--- src/rtl/urc_pkg.sv ---
// Package for the ultrasonic range controller: widths, codes, phase type,
// divider request/response structs and the phase encoder.
// No dependencies; used by urc_div and ultrasonic_range_controller_core.
`default_nettype none

package urc_pkg;

    // Moving-average window
    localparam int WINDOW_DEPTH = 5;
    localparam int FILL_W = $clog2(WINDOW_DEPTH + 1);
    localparam int POS_W = (WINDOW_DEPTH > 1) ? $clog2(WINDOW_DEPTH) : 1;

    // Distance arithmetic: sample = (w*160 + 29) / 58 in 1/16 mm
    localparam int WIDTH_W = 16;
    localparam int NUM_W = 24;
    localparam int SAMPLE_W = 18;
    localparam int SAMPLE_MAX = 180786;
    localparam int SAMPLE_DIVISOR = 58;
    localparam int SAMPLE_ROUND = 29;
    localparam int SUM_W = $clog2(WINDOW_DEPTH * SAMPLE_MAX + 1);
    localparam int MEAN_W = 19;

    // Shared serial divider
    localparam int DIV_W = (NUM_W > SUM_W + 2) ? NUM_W : SUM_W + 2;
    localparam int DVS_A = $clog2(SAMPLE_DIVISOR + 1);
    localparam int DVS_B = FILL_W + 1;
    localparam int DVS_W = (DVS_A > DVS_B) ? DVS_A : DVS_B;
    localparam int CNT_W = $clog2(DIV_W);

    // Stream and configuration widths
    localparam int TIME_W = 32;
    localparam int CFG_MS_W = 16;
    localparam int PERIOD_W = 17;
    localparam int IN_DATA_W = 56;
    localparam int OUT_DATA_W = 24;
    localparam int CFG_IDX_W = 2;
    localparam int CFG_DATA_W = 17;

    // Register indexes
    localparam logic [CFG_IDX_W-1:0] CFG_ECHO_TIMEOUT = 2'd0;
    localparam logic [CFG_IDX_W-1:0] CFG_COOLDOWN = 2'd1;
    localparam logic [CFG_IDX_W-1:0] CFG_TIMER_PERIOD = 2'd2;

    localparam logic [CFG_MS_W-1:0] TIMEOUT_RESET = 16'd100;
    localparam logic [CFG_MS_W-1:0] COOLDOWN_RESET = 16'd65;
    localparam logic [PERIOD_W-1:0] PERIOD_RESET = 17'd20000;
    localparam logic signed [MEAN_W-1:0] MEAN_RESET = -19'sd16;

    // Request operation codes
    localparam logic [1:0] OP_UPDATE = 2'd0;
    localparam logic [1:0] OP_EDGE = 2'd1;
    localparam logic [1:0] OP_QUERY = 2'd2;

    // Reported measurement state codes
    localparam logic [1:0] MS_IDLE = 2'd0;
    localparam logic [1:0] MS_TRIG = 2'd1;
    localparam logic [1:0] MS_COOL = 2'd2;

    // Sensor phase
    typedef enum logic [2:0] {
        PH_IDLE = 3'b001,
        PH_TRIG = 3'b010,
        PH_COOL = 3'b100
    } t_phase;

    typedef struct packed {
        logic             start;
        logic [DIV_W-1:0] dividend;
        logic [DVS_W-1:0] divisor;
    } t_div_req;

    typedef struct packed {
        logic             busy;
        logic             done;
        logic [DIV_W-1:0] quotient;
    } t_div_rsp;

    function automatic logic [1:0] phase_code(input t_phase ph);
        logic [1:0] code;
        case (ph)
            PH_IDLE: code = MS_IDLE;
            PH_TRIG: code = MS_TRIG;
            PH_COOL: code = MS_COOL;
            default: code = MS_IDLE;
        endcase
        return code;
    endfunction

endpackage

`default_nettype wire

--- src/rtl/ultrasonic_range_controller_core.sv ---
// Ultrasonic range controller: trigger/echo sequencing, pulse width to
// distance and moving average. Depends on urc_pkg and urc_div.
//
//  channel | dir | handshake           | payload
//  --------+-----+---------------------+----------------------------------------
//  s       | in  | i_s_tvalid/o_s_tready | tuser: operation; tdata: now_ms,
//          |     |                     |   echo_level, timer_count
//  m       | out | o_m_tvalid/i_m_tready | tdata: trigger_request, average_distance,
//          |     |                     |   new_data, measure_state
//  cfg     | in  | i_cfg_we            | i_cfg_idx, i_cfg_data
//
// Most requests take the fast path: the result is loaded into the output register
// at the edge the request is accepted.
// An update that turns a captured echo into a sample goes through these steps
// from acceptance to result load: the sample pass of the bit-serial divider,
// the window update, the start of the mean, the mean pass of the divider, the
// capture of the mean and the load of the result once the output is free.
// One request is in flight at a time.
// Reset (synchronous, active low) restores the register defaults, idle phase
// and a mean of -1 mm. A stalled output holds its result; the input is ready
// again once the output register is free or being taken.
`default_nettype none

module ultrasonic_range_controller_core (
    input  wire logic                             i_clk,
    input  wire logic                             i_rst_n,
    input  wire logic                             i_s_tvalid,
    output logic                                  o_s_tready,
    // tdata: [31:0] now_ms, [32] echo_level, [48:33] timer_count, [55:49] zero
    input  wire logic [urc_pkg::IN_DATA_W-1:0]    i_s_tdata,
    // tuser: [1:0] operation
    input  wire logic [1:0]                       i_s_tuser,
    output logic                                  o_m_tvalid,
    input  wire logic                             i_m_tready,
    // tdata: [0] trigger_request, [19:1] average_distance, [20] new_data,
    //        [22:21] measure_state, [23] zero
    output logic [urc_pkg::OUT_DATA_W-1:0]        o_m_tdata,
    input  wire logic                             i_cfg_we,
    input  wire logic [urc_pkg::CFG_IDX_W-1:0]    i_cfg_idx,
    input  wire logic [urc_pkg::CFG_DATA_W-1:0]   i_cfg_data
);
    import urc_pkg::*;

    typedef enum logic [4:0] {
        S_READY = 5'b00001,
        S_SAMP  = 5'b00010,
        S_SUM   = 5'b00100,
        S_MEAN  = 5'b01000,
        S_HOLD  = 5'b10000
    } t_ctl_state;

    // Configuration
    logic [CFG_MS_W-1:0]       r_timeout;
    logic [CFG_MS_W-1:0]       r_cooldown;
    logic [PERIOD_W-1:0]       r_period;

    // Controller and sensor state
    t_ctl_state                r_st, n_st;
    t_phase                    r_phase, n_phase;
    logic [TIME_W-1:0]         r_trig_time, n_trig_time;
    logic [WIDTH_W-1:0]        r_start_cnt, n_start_cnt;
    logic [WIDTH_W-1:0]        r_width, n_width;
    logic                      r_captured, n_captured;
    logic                      r_fresh, n_fresh;
    logic [POS_W-1:0]          r_pos;
    logic [FILL_W-1:0]         r_fill;
    logic [SUM_W-1:0]          r_sum;
    logic signed [MEAN_W-1:0]  r_mean;
    logic [SAMPLE_W-1:0]       r_window [WINDOW_DEPTH];

    // Output register
    logic                      r_out_valid, n_out_valid;
    logic [OUT_DATA_W-1:0]     r_out_data, n_out_data;

    // Request fields
    logic                      s_accept;
    logic [1:0]                in_op;
    logic [TIME_W-1:0]         in_now;
    logic                      in_level;
    logic [WIDTH_W-1:0]        in_count;

    logic [TIME_W-1:0]         elapsed;
    logic signed [PERIOD_W+1:0] wrap_width;
    logic [WIDTH_W-1:0]        edge_width;
    logic                      trig_req;
    logic                      flag_out;
    logic [NUM_W-1:0]          sample_num;
    logic [SAMPLE_W-1:0]       new_sample;
    logic [SUM_W-1:0]          drop_val;
    logic                      out_free;

    t_div_req                  div_req;
    t_div_rsp                  div_rsp;

    assign in_op = i_s_tuser;
    assign in_now = i_s_tdata[31:0];
    assign in_level = i_s_tdata[32];
    assign in_count = i_s_tdata[48:33];

    assign out_free = !r_out_valid || i_m_tready;
    assign o_s_tready = (r_st == S_READY) && out_free;
    assign s_accept = i_s_tvalid && o_s_tready;

    assign elapsed = in_now - r_trig_time;

    // Falling-edge width with timer wrap correction, clamped to 16 bits
    assign wrap_width = $signed({3'b000, in_count}) - $signed({3'b000, r_start_cnt})
                        + $signed({2'b00, r_period});
    always_comb begin
        if (in_count >= r_start_cnt) begin
            edge_width = in_count - r_start_cnt;
        end else if (wrap_width < 0) begin
            edge_width = '0;
        end else if (wrap_width > $signed((PERIOD_W+2)'(2**WIDTH_W - 1))) begin
            edge_width = '1;
        end else begin
            edge_width = wrap_width[WIDTH_W-1:0];
        end
    end

    // w*160 + 29 as shifts and adds
    assign sample_num = (NUM_W'(r_width) << 7) + (NUM_W'(r_width) << 5)
                        + NUM_W'(SAMPLE_ROUND);
    assign new_sample = div_rsp.quotient[SAMPLE_W-1:0];
    assign drop_val = (r_fill == FILL_W'(WINDOW_DEPTH)) ? SUM_W'(r_window[r_pos]) : '0;

    // Request decode and sequencing
    always_comb begin
        n_st = r_st;
        n_phase = r_phase;
        n_trig_time = r_trig_time;
        n_start_cnt = r_start_cnt;
        n_width = r_width;
        n_captured = r_captured;
        n_fresh = r_fresh;
        n_out_valid = r_out_valid;
        n_out_data = r_out_data;
        trig_req = 1'b0;
        flag_out = 1'b0;
        div_req.start = 1'b0;
        div_req.dividend = DIV_W'(sample_num);
        div_req.divisor = DVS_W'(SAMPLE_DIVISOR);

        if (r_out_valid && i_m_tready) begin
            n_out_valid = 1'b0;
        end

        case (r_st)
            S_READY: begin
                if (s_accept) begin
                    case (in_op)
                        OP_UPDATE: begin
                            case (r_phase)
                                PH_IDLE: begin
                                    n_captured = 1'b0;
                                    trig_req = 1'b1;
                                    n_trig_time = in_now;
                                    n_phase = PH_TRIG;
                                end
                                PH_TRIG: begin
                                    if (r_captured) begin
                                        n_phase = PH_COOL;
                                        n_fresh = 1'b1;
                                        n_st = S_SAMP;
                                        div_req.start = 1'b1;
                                    end else if (elapsed >= TIME_W'(r_timeout)) begin
                                        n_phase = PH_COOL;
                                    end
                                end
                                PH_COOL: begin
                                    if (elapsed >= TIME_W'(r_cooldown)) begin
                                        n_phase = PH_IDLE;
                                    end
                                end
                                default: n_phase = PH_IDLE;
                            endcase
                        end
                        OP_EDGE: begin
                            if (in_level) begin
                                n_start_cnt = in_count;
                            end else begin
                                n_width = edge_width;
                                n_captured = 1'b1;
                            end
                        end
                        OP_QUERY: n_fresh = 1'b0;
                        default: ;
                    endcase
                    flag_out = (in_op == OP_QUERY) ? r_fresh : n_fresh;
                    // Fast path: result goes straight to the output register
                    if (n_st == S_READY) begin
                        n_out_valid = 1'b1;
                        n_out_data = {1'b0, phase_code(n_phase), flag_out,
                                      r_mean, trig_req};
                    end
                end
            end
            S_SAMP: begin
                if (div_rsp.done) begin
                    n_st = S_SUM;
                end
            end
            S_SUM: begin
                div_req.start = 1'b1;
                div_req.dividend = (DIV_W'(r_sum) << 1) + DIV_W'(r_fill);
                div_req.divisor = DVS_W'({r_fill, 1'b0});
                n_st = S_MEAN;
            end
            S_MEAN: begin
                if (div_rsp.done) begin
                    n_st = S_HOLD;
                end
            end
            S_HOLD: begin
                if (out_free) begin
                    n_out_valid = 1'b1;
                    n_out_data = {1'b0, phase_code(r_phase), r_fresh, r_mean, 1'b0};
                    n_st = S_READY;
                end
            end
            default: n_st = S_READY;
        endcase
    end

    urc_div u_div (
        .i_clk   (i_clk),
        .i_rst_n (i_rst_n),
        .i_req   (div_req),
        .o_rsp   (div_rsp)
    );

    // Configuration registers
    always_ff @(posedge i_clk) begin
        if (!i_rst_n) begin
            r_timeout <= TIMEOUT_RESET;
            r_cooldown <= COOLDOWN_RESET;
            r_period <= PERIOD_RESET;
        end else if (i_cfg_we) begin
            case (i_cfg_idx)
                CFG_ECHO_TIMEOUT: r_timeout <= i_cfg_data[CFG_MS_W-1:0];
                CFG_COOLDOWN:     r_cooldown <= i_cfg_data[CFG_MS_W-1:0];
                CFG_TIMER_PERIOD: r_period <= i_cfg_data;
                default: ;
            endcase
        end
    end

    // Control state
    always_ff @(posedge i_clk) begin
        if (!i_rst_n) begin
            r_st <= S_READY;
            r_phase <= PH_IDLE;
            r_trig_time <= '0;
            r_start_cnt <= '0;
            r_width <= '0;
            r_captured <= 1'b0;
            r_fresh <= 1'b0;
            r_out_valid <= 1'b0;
        end else begin
            r_st <= n_st;
            r_phase <= n_phase;
            r_trig_time <= n_trig_time;
            r_start_cnt <= n_start_cnt;
            r_width <= n_width;
            r_captured <= n_captured;
            r_fresh <= n_fresh;
            r_out_valid <= n_out_valid;
        end
    end

    // Window bookkeeping and mean
    always_ff @(posedge i_clk) begin
        if (!i_rst_n) begin
            r_pos <= '0;
            r_fill <= '0;
            r_sum <= '0;
            r_mean <= MEAN_RESET;
        end else begin
            if (r_st == S_SAMP && div_rsp.done) begin
                r_sum <= r_sum - drop_val + SUM_W'(new_sample);
                r_pos <= (r_pos == POS_W'(WINDOW_DEPTH - 1)) ? '0 : r_pos + 1'b1;
                if (r_fill != FILL_W'(WINDOW_DEPTH)) begin
                    r_fill <= r_fill + 1'b1;
                end
            end
            if (r_st == S_MEAN && div_rsp.done) begin
                r_mean <= $signed(div_rsp.quotient[MEAN_W-1:0]);
            end
        end
    end

    // Sample storage
    always_ff @(posedge i_clk) begin
        if (r_st == S_SAMP && div_rsp.done) begin
            r_window[r_pos] <= new_sample;
        end
    end

    // Output payload
    always_ff @(posedge i_clk) begin
        r_out_data <= n_out_data;
    end

    assign o_m_tvalid = r_out_valid;
    assign o_m_tdata = r_out_data;

    // Divider is started only from the ready or sum step
    a_div_start: assert property (@(posedge i_clk) disable iff (!i_rst_n)
        div_req.start |-> (r_st == S_READY || r_st == S_SUM))
        else $error("divider started outside ready/sum step");

    // While a sample is in flight the new-data flag is set and phase is cooldown
    a_busy_fresh: assert property (@(posedge i_clk) disable iff (!i_rst_n)
        (r_st != S_READY) |-> (r_fresh && r_phase == PH_COOL))
        else $error("sample in flight without fresh flag or cooldown phase");

    // Divider works while a division step is pending
    a_div_busy: assert property (@(posedge i_clk) disable iff (!i_rst_n)
        (r_st == S_SAMP || r_st == S_MEAN) |-> (div_rsp.busy || div_rsp.done))
        else $error("division step without divider activity");

    // Mean divide completes into the hold step
    a_mean_hold: assert property (@(posedge i_clk) disable iff (!i_rst_n)
        (r_st == S_MEAN && div_rsp.done) |=> (r_st == S_HOLD && r_fill != '0))
        else $error("mean result not held or empty window");

endmodule

`default_nettype wire

--- src/rtl/urc_div.sv ---
// Radix-2 restoring divider, one quotient bit per cycle.
// Depends on urc_pkg (widths, request/response structs).
`default_nettype none

module urc_div (
    input  wire logic              i_clk,
    input  wire logic              i_rst_n,
    input  wire urc_pkg::t_div_req i_req,
    output urc_pkg::t_div_rsp      o_rsp
);
    import urc_pkg::*;

    logic             r_busy;
    logic             r_done;
    logic [CNT_W-1:0] r_cnt;
    logic [DVS_W-1:0] r_rem;
    logic [DIV_W-1:0] r_quo;
    logic [DVS_W-1:0] r_dvs;

    logic [DVS_W:0]   rem_sh;
    logic [DVS_W:0]   rem_diff;
    logic             rem_ge;

    // One trial subtraction per cycle
    assign rem_sh = {r_rem, r_quo[DIV_W-1]};
    assign rem_diff = rem_sh - {1'b0, r_dvs};
    assign rem_ge = (rem_sh >= {1'b0, r_dvs});

    // Control
    always_ff @(posedge i_clk) begin
        if (!i_rst_n) begin
            r_busy <= 1'b0;
            r_done <= 1'b0;
            r_cnt <= '0;
        end else begin
            r_done <= 1'b0;
            if (i_req.start) begin
                r_busy <= 1'b1;
                r_cnt <= CNT_W'(DIV_W - 1);
            end else if (r_busy) begin
                r_cnt <= r_cnt - 1'b1;
                if (r_cnt == '0) begin
                    r_busy <= 1'b0;
                    r_done <= 1'b1;
                end
            end
        end
    end

    // Datapath: dividend shifts out as quotient shifts in
    always_ff @(posedge i_clk) begin
        if (i_req.start) begin
            r_quo <= i_req.dividend;
            r_rem <= '0;
            r_dvs <= i_req.divisor;
        end else if (r_busy) begin
            r_quo <= {r_quo[DIV_W-2:0], rem_ge};
            r_rem <= rem_ge ? rem_diff[DVS_W-1:0] : rem_sh[DVS_W-1:0];
        end
    end

    assign o_rsp.busy = r_busy;
    assign o_rsp.done = r_done;
    assign o_rsp.quotient = r_quo;

endmodule

`default_nettype wire
--- config.mk ---
export PLATFORM = sky130hd
export DESIGN_NAME = ultrasonic_range_controller_core
export DESIGN_NICKNAME = d
export VERILOG_FILES = /design/src/rtl/urc_pkg.sv /design/src/rtl/ultrasonic_range_controller_core.sv /design/src/rtl/urc_div.sv
export SDC_FILE = /design/constraint.sdc
export NUM_CORES = 1
export LEC_CHECK = 0
export ABC_CLOCK_PERIOD_IN_PS = 5500
export BUFFER_PORTS_ARGS = -buffer_cell sky130_fd_sc_hd__buf_2
export CORE_MARGIN = 2
export CORE_UTILIZATION = 55
export CTS_CLUSTER_DIAMETER = 60
export DETAILED_ROUTE_END_ITERATION = 10
export PLACE_DENSITY = 0.73
export SYNTH_ARGS = -nofsm -noshare
export SYNTH_HDL_FRONTEND = slang
export SYNTH_HIERARCHICAL = 1
export SYNTH_SLANG_ARGS = --single-unit
--- constraint.sdc ---
create_clock -name i_clk -period 5.5 [get_ports i_clk]
set_input_delay 0.275 -clock i_clk [delete_from_list [all_inputs] [get_ports i_clk]]
set_output_delay 0.275 -clock i_clk [all_outputs]
set_load 0.01 [all_outputs]
==> qor.yml <==
cts_max_level: 2
ios: 108
hold_path_end: "r_start_cnt[9]$_SDFFE_PN0P_"
coreArea_mm2: 0.03540
rows: 69
synth.cell_area_mm2: 0.01965
cp_data_required_time_ns: 5.92
grt_max_degree: 75
grt_pass1_vias: 15110
crit_fanout: 7
final_net_count: 2513
drive_gt1_share_pct: 12.10
ant_nets: 0
hold_path.class: "in -> reg"
insertion_delay_ns: 0.55
syn_area_per_cell_um2: 9.209
grt-ovfl-total: 0
hold_start: "i_s_tdata[42]"
grt_setup_unrepaired: "no"
wl_mm: 47.88
finClkSkew_ns: 0.02077
cts_sinks: 328
hpwl_mm: 34.54
drcViolationCount: 0
port_buffers: 99
tightest_slew_ns: 1.164
setup_violations: 0
die-area_mm2: 0.03726
viasPerCell: 5.759
finalCriticalPeriod_ns: 4.962
netlist_instances: 2134
antenna_found_initial: 1
hold_viol_final: 0
worstRegToRegCells: 19
cp.arrival_ns: 5.39
first_pass_iters: 7
r2r_end: "r_width[3]$_SDFFE_PN0P_"
clockBufferDepth: 3
drv_slew: 0
numCtsBuffers: 38
peakVddDrop_v: 0.0002483
path_clk_slew_ns: 0.05
endpoint_kind: "flip-flop"
grt_usage_pct: 25.51
path_class: "reg -> reg"
run_status: "finished clean"
drtIter0Drc: 1103
instances_no_fill: 2752
fp.dieH_um: 193.0
wl_per_cell_um: 17.40
vias: 15850
fin_setup_tns_ns: 0
initial_core_util_pct: 55.52
post_cts_buffers: 0
tritoncts: "built"
cts_root_buf: "clkbuf_16"
cap_viol_max_count: 0
yosys_warnings: 6
timing.rr.start: "r_start_cnt[1]$_SDFFE_PN0P_"
fmaxAchievable_mhz: 201.5
reg2reg_slack_ns: 0.54
area_growth_pct: 14.08
slew_headroom_pct: 22.42
cp-start-kind: "flip-flop"
placedCellCount: 2629
gp_congestion: 0.9043
fp.dieW_um: 193.0
p_leak_uw: 0.008822
whs_path_depth: 3
timing.final.crit_share_pct: 90.22
powerDensity_mw_per_mm2: 272.9
grt_pass1_wl_mm: 76.20
-- per-stage QoR --
stage | utilization (%) | power [uW] | setup slack, ns | cell area, um^2 | hold slack [ns]
after floorplan | - | 3260 | 0.8147 | 19660 | 0.3925
after global placement | 58.11 | 3461 | 0.4175 | 20570 | 0.4151
after detailed placement | 58.11 | 3480 | 0.2739 | 20570 | 0.4180
after CTS | 63.30 | 6156 | 0.3601 | 22410 | 0.001111
after global routing | 63.34 | 6370 | 0.07816 | 22420 | 0.01674
final | 63.34 | 6118 | 0.5378 | 22420 | 0.01637
-- sequential cells by signal, summed over array words and instances, names as in the netlist, 5 cells and up, named ones only --
name / flops
u_div/r_rem: 6
r_period: 17
u_div/r_quo: 24
r_width: 16
u_div/r_cnt: 5
r_sum: 20
r_mean: 19
r_window: 90
r_start_cnt: 16
r_timeout: 16
r_st: 5
r_trig_time: 32
u_div/r_dvs: 6
r_cooldown: 16
o_m_tdata: 23
-- critical path, stage by stage (launching register included) --
cell and delay (ns):
dfxtp_1 0.32, inv_1 0.07, ha_1 0.29, nor2b_1 0.13, o21ai_0 0.20, a21boi_0 0.20
o31ai_2 0.41, o21bai_1 0.12, a21oi_1 0.19, xnor2_1 0.14, ha_1 0.26, or3_1 0.38
nor4_1 0.30, o31ai_1 0.17, a221o_1 0.36, a21oi_1 0.26, o32ai_1 0.13, a22oi_1 0.35
nand2_1 0.25, a221oi_1 0.32
-- cell usage in the layout, fill, tap and decap left out, types with 25 or more instances in the layout --
cell type and count:
dlygate4sd3_1 53, a21oi_1 209, nand3_1 39, o21ai_0 81, a21o_1 35, mux2i_1 39, xnor2_1 63, buf_2 99
clkbuf_16 39, ha_1 146, mux2_2 25, dfxtp_1 185, edfxtp_1 143, nor2_1 134, inv_1 200, nand2_1 285
xor2_1 33, nor3_1 42
-- worst max-delay path by stage --
| stage | start | endpoint | slack [ns] |
|---|---|---|---|
| final | r_start_cnt[1]$_SDFFE_PN0P_ | r_width[3]$_SDFFE_PN0P_ | 0.54 |
| after global routing | r_start_cnt[0]$_SDFFE_PN0P_ | r_width[3]$_SDFFE_PN0P_ | 0.08 |
| after CTS | r_start_cnt[1]$_SDFFE_PN0P_ | r_width[3]$_SDFFE_PN0P_ | 0.36 |
| after detailed placement | i_s_tdata[33] | r_width[3]$_SDFFE_PN0P_ | 0.27 |
| after global placement | i_s_tdata[33] | r_width[3]$_SDFFE_PN0P_ | 0.42 |
| after floorplan | flip-flop | r_sum[18]$_SDFFE_PN0P_ | 0.81 |
-- per-layer routing --
layer | share of wire (%) | vias up | global-route usage [%]
met5 | 0 | - | 0
met4 | 2.2 | 0 | 6.556
met3 | 5.4 | 81 | 3.511
met2 | 47 | 422 | 42.89
met1 | 45 | 7562 | 34.78
li1 | - | 7785 | -
-- final cells by class --
cell class,instances,area (um^2)
Antenna cell,1,2.502
Fill cell,3012,12980
Multi-Input combinational cell,1516,10580
Inverter,201,757.0
Sequential cell,328,7998
Clock inverter,22,289.0
Clock buffer,47,1016
Tap cell,461,576.8
Timing Repair Buffer,176,1206
-- power breakdown --
| group | internal (uW) | switching (uW) |
|---|---|---|
| Combinational | 369 | 515 |
| Clock | 1610 | 1030 |
| Sequential | 2560 | 28.6 |
-- timing repair --
| action | CTS | global route |
|---|---|---|
| resized for setup | 0 | 2 |
| endpoints found under the hold margin | 64 | 0 |
| hold buffers | 53 | 0 |
| endpoints found under the setup margin | 0 | 1 |
(Power assumes the default switching activity.)
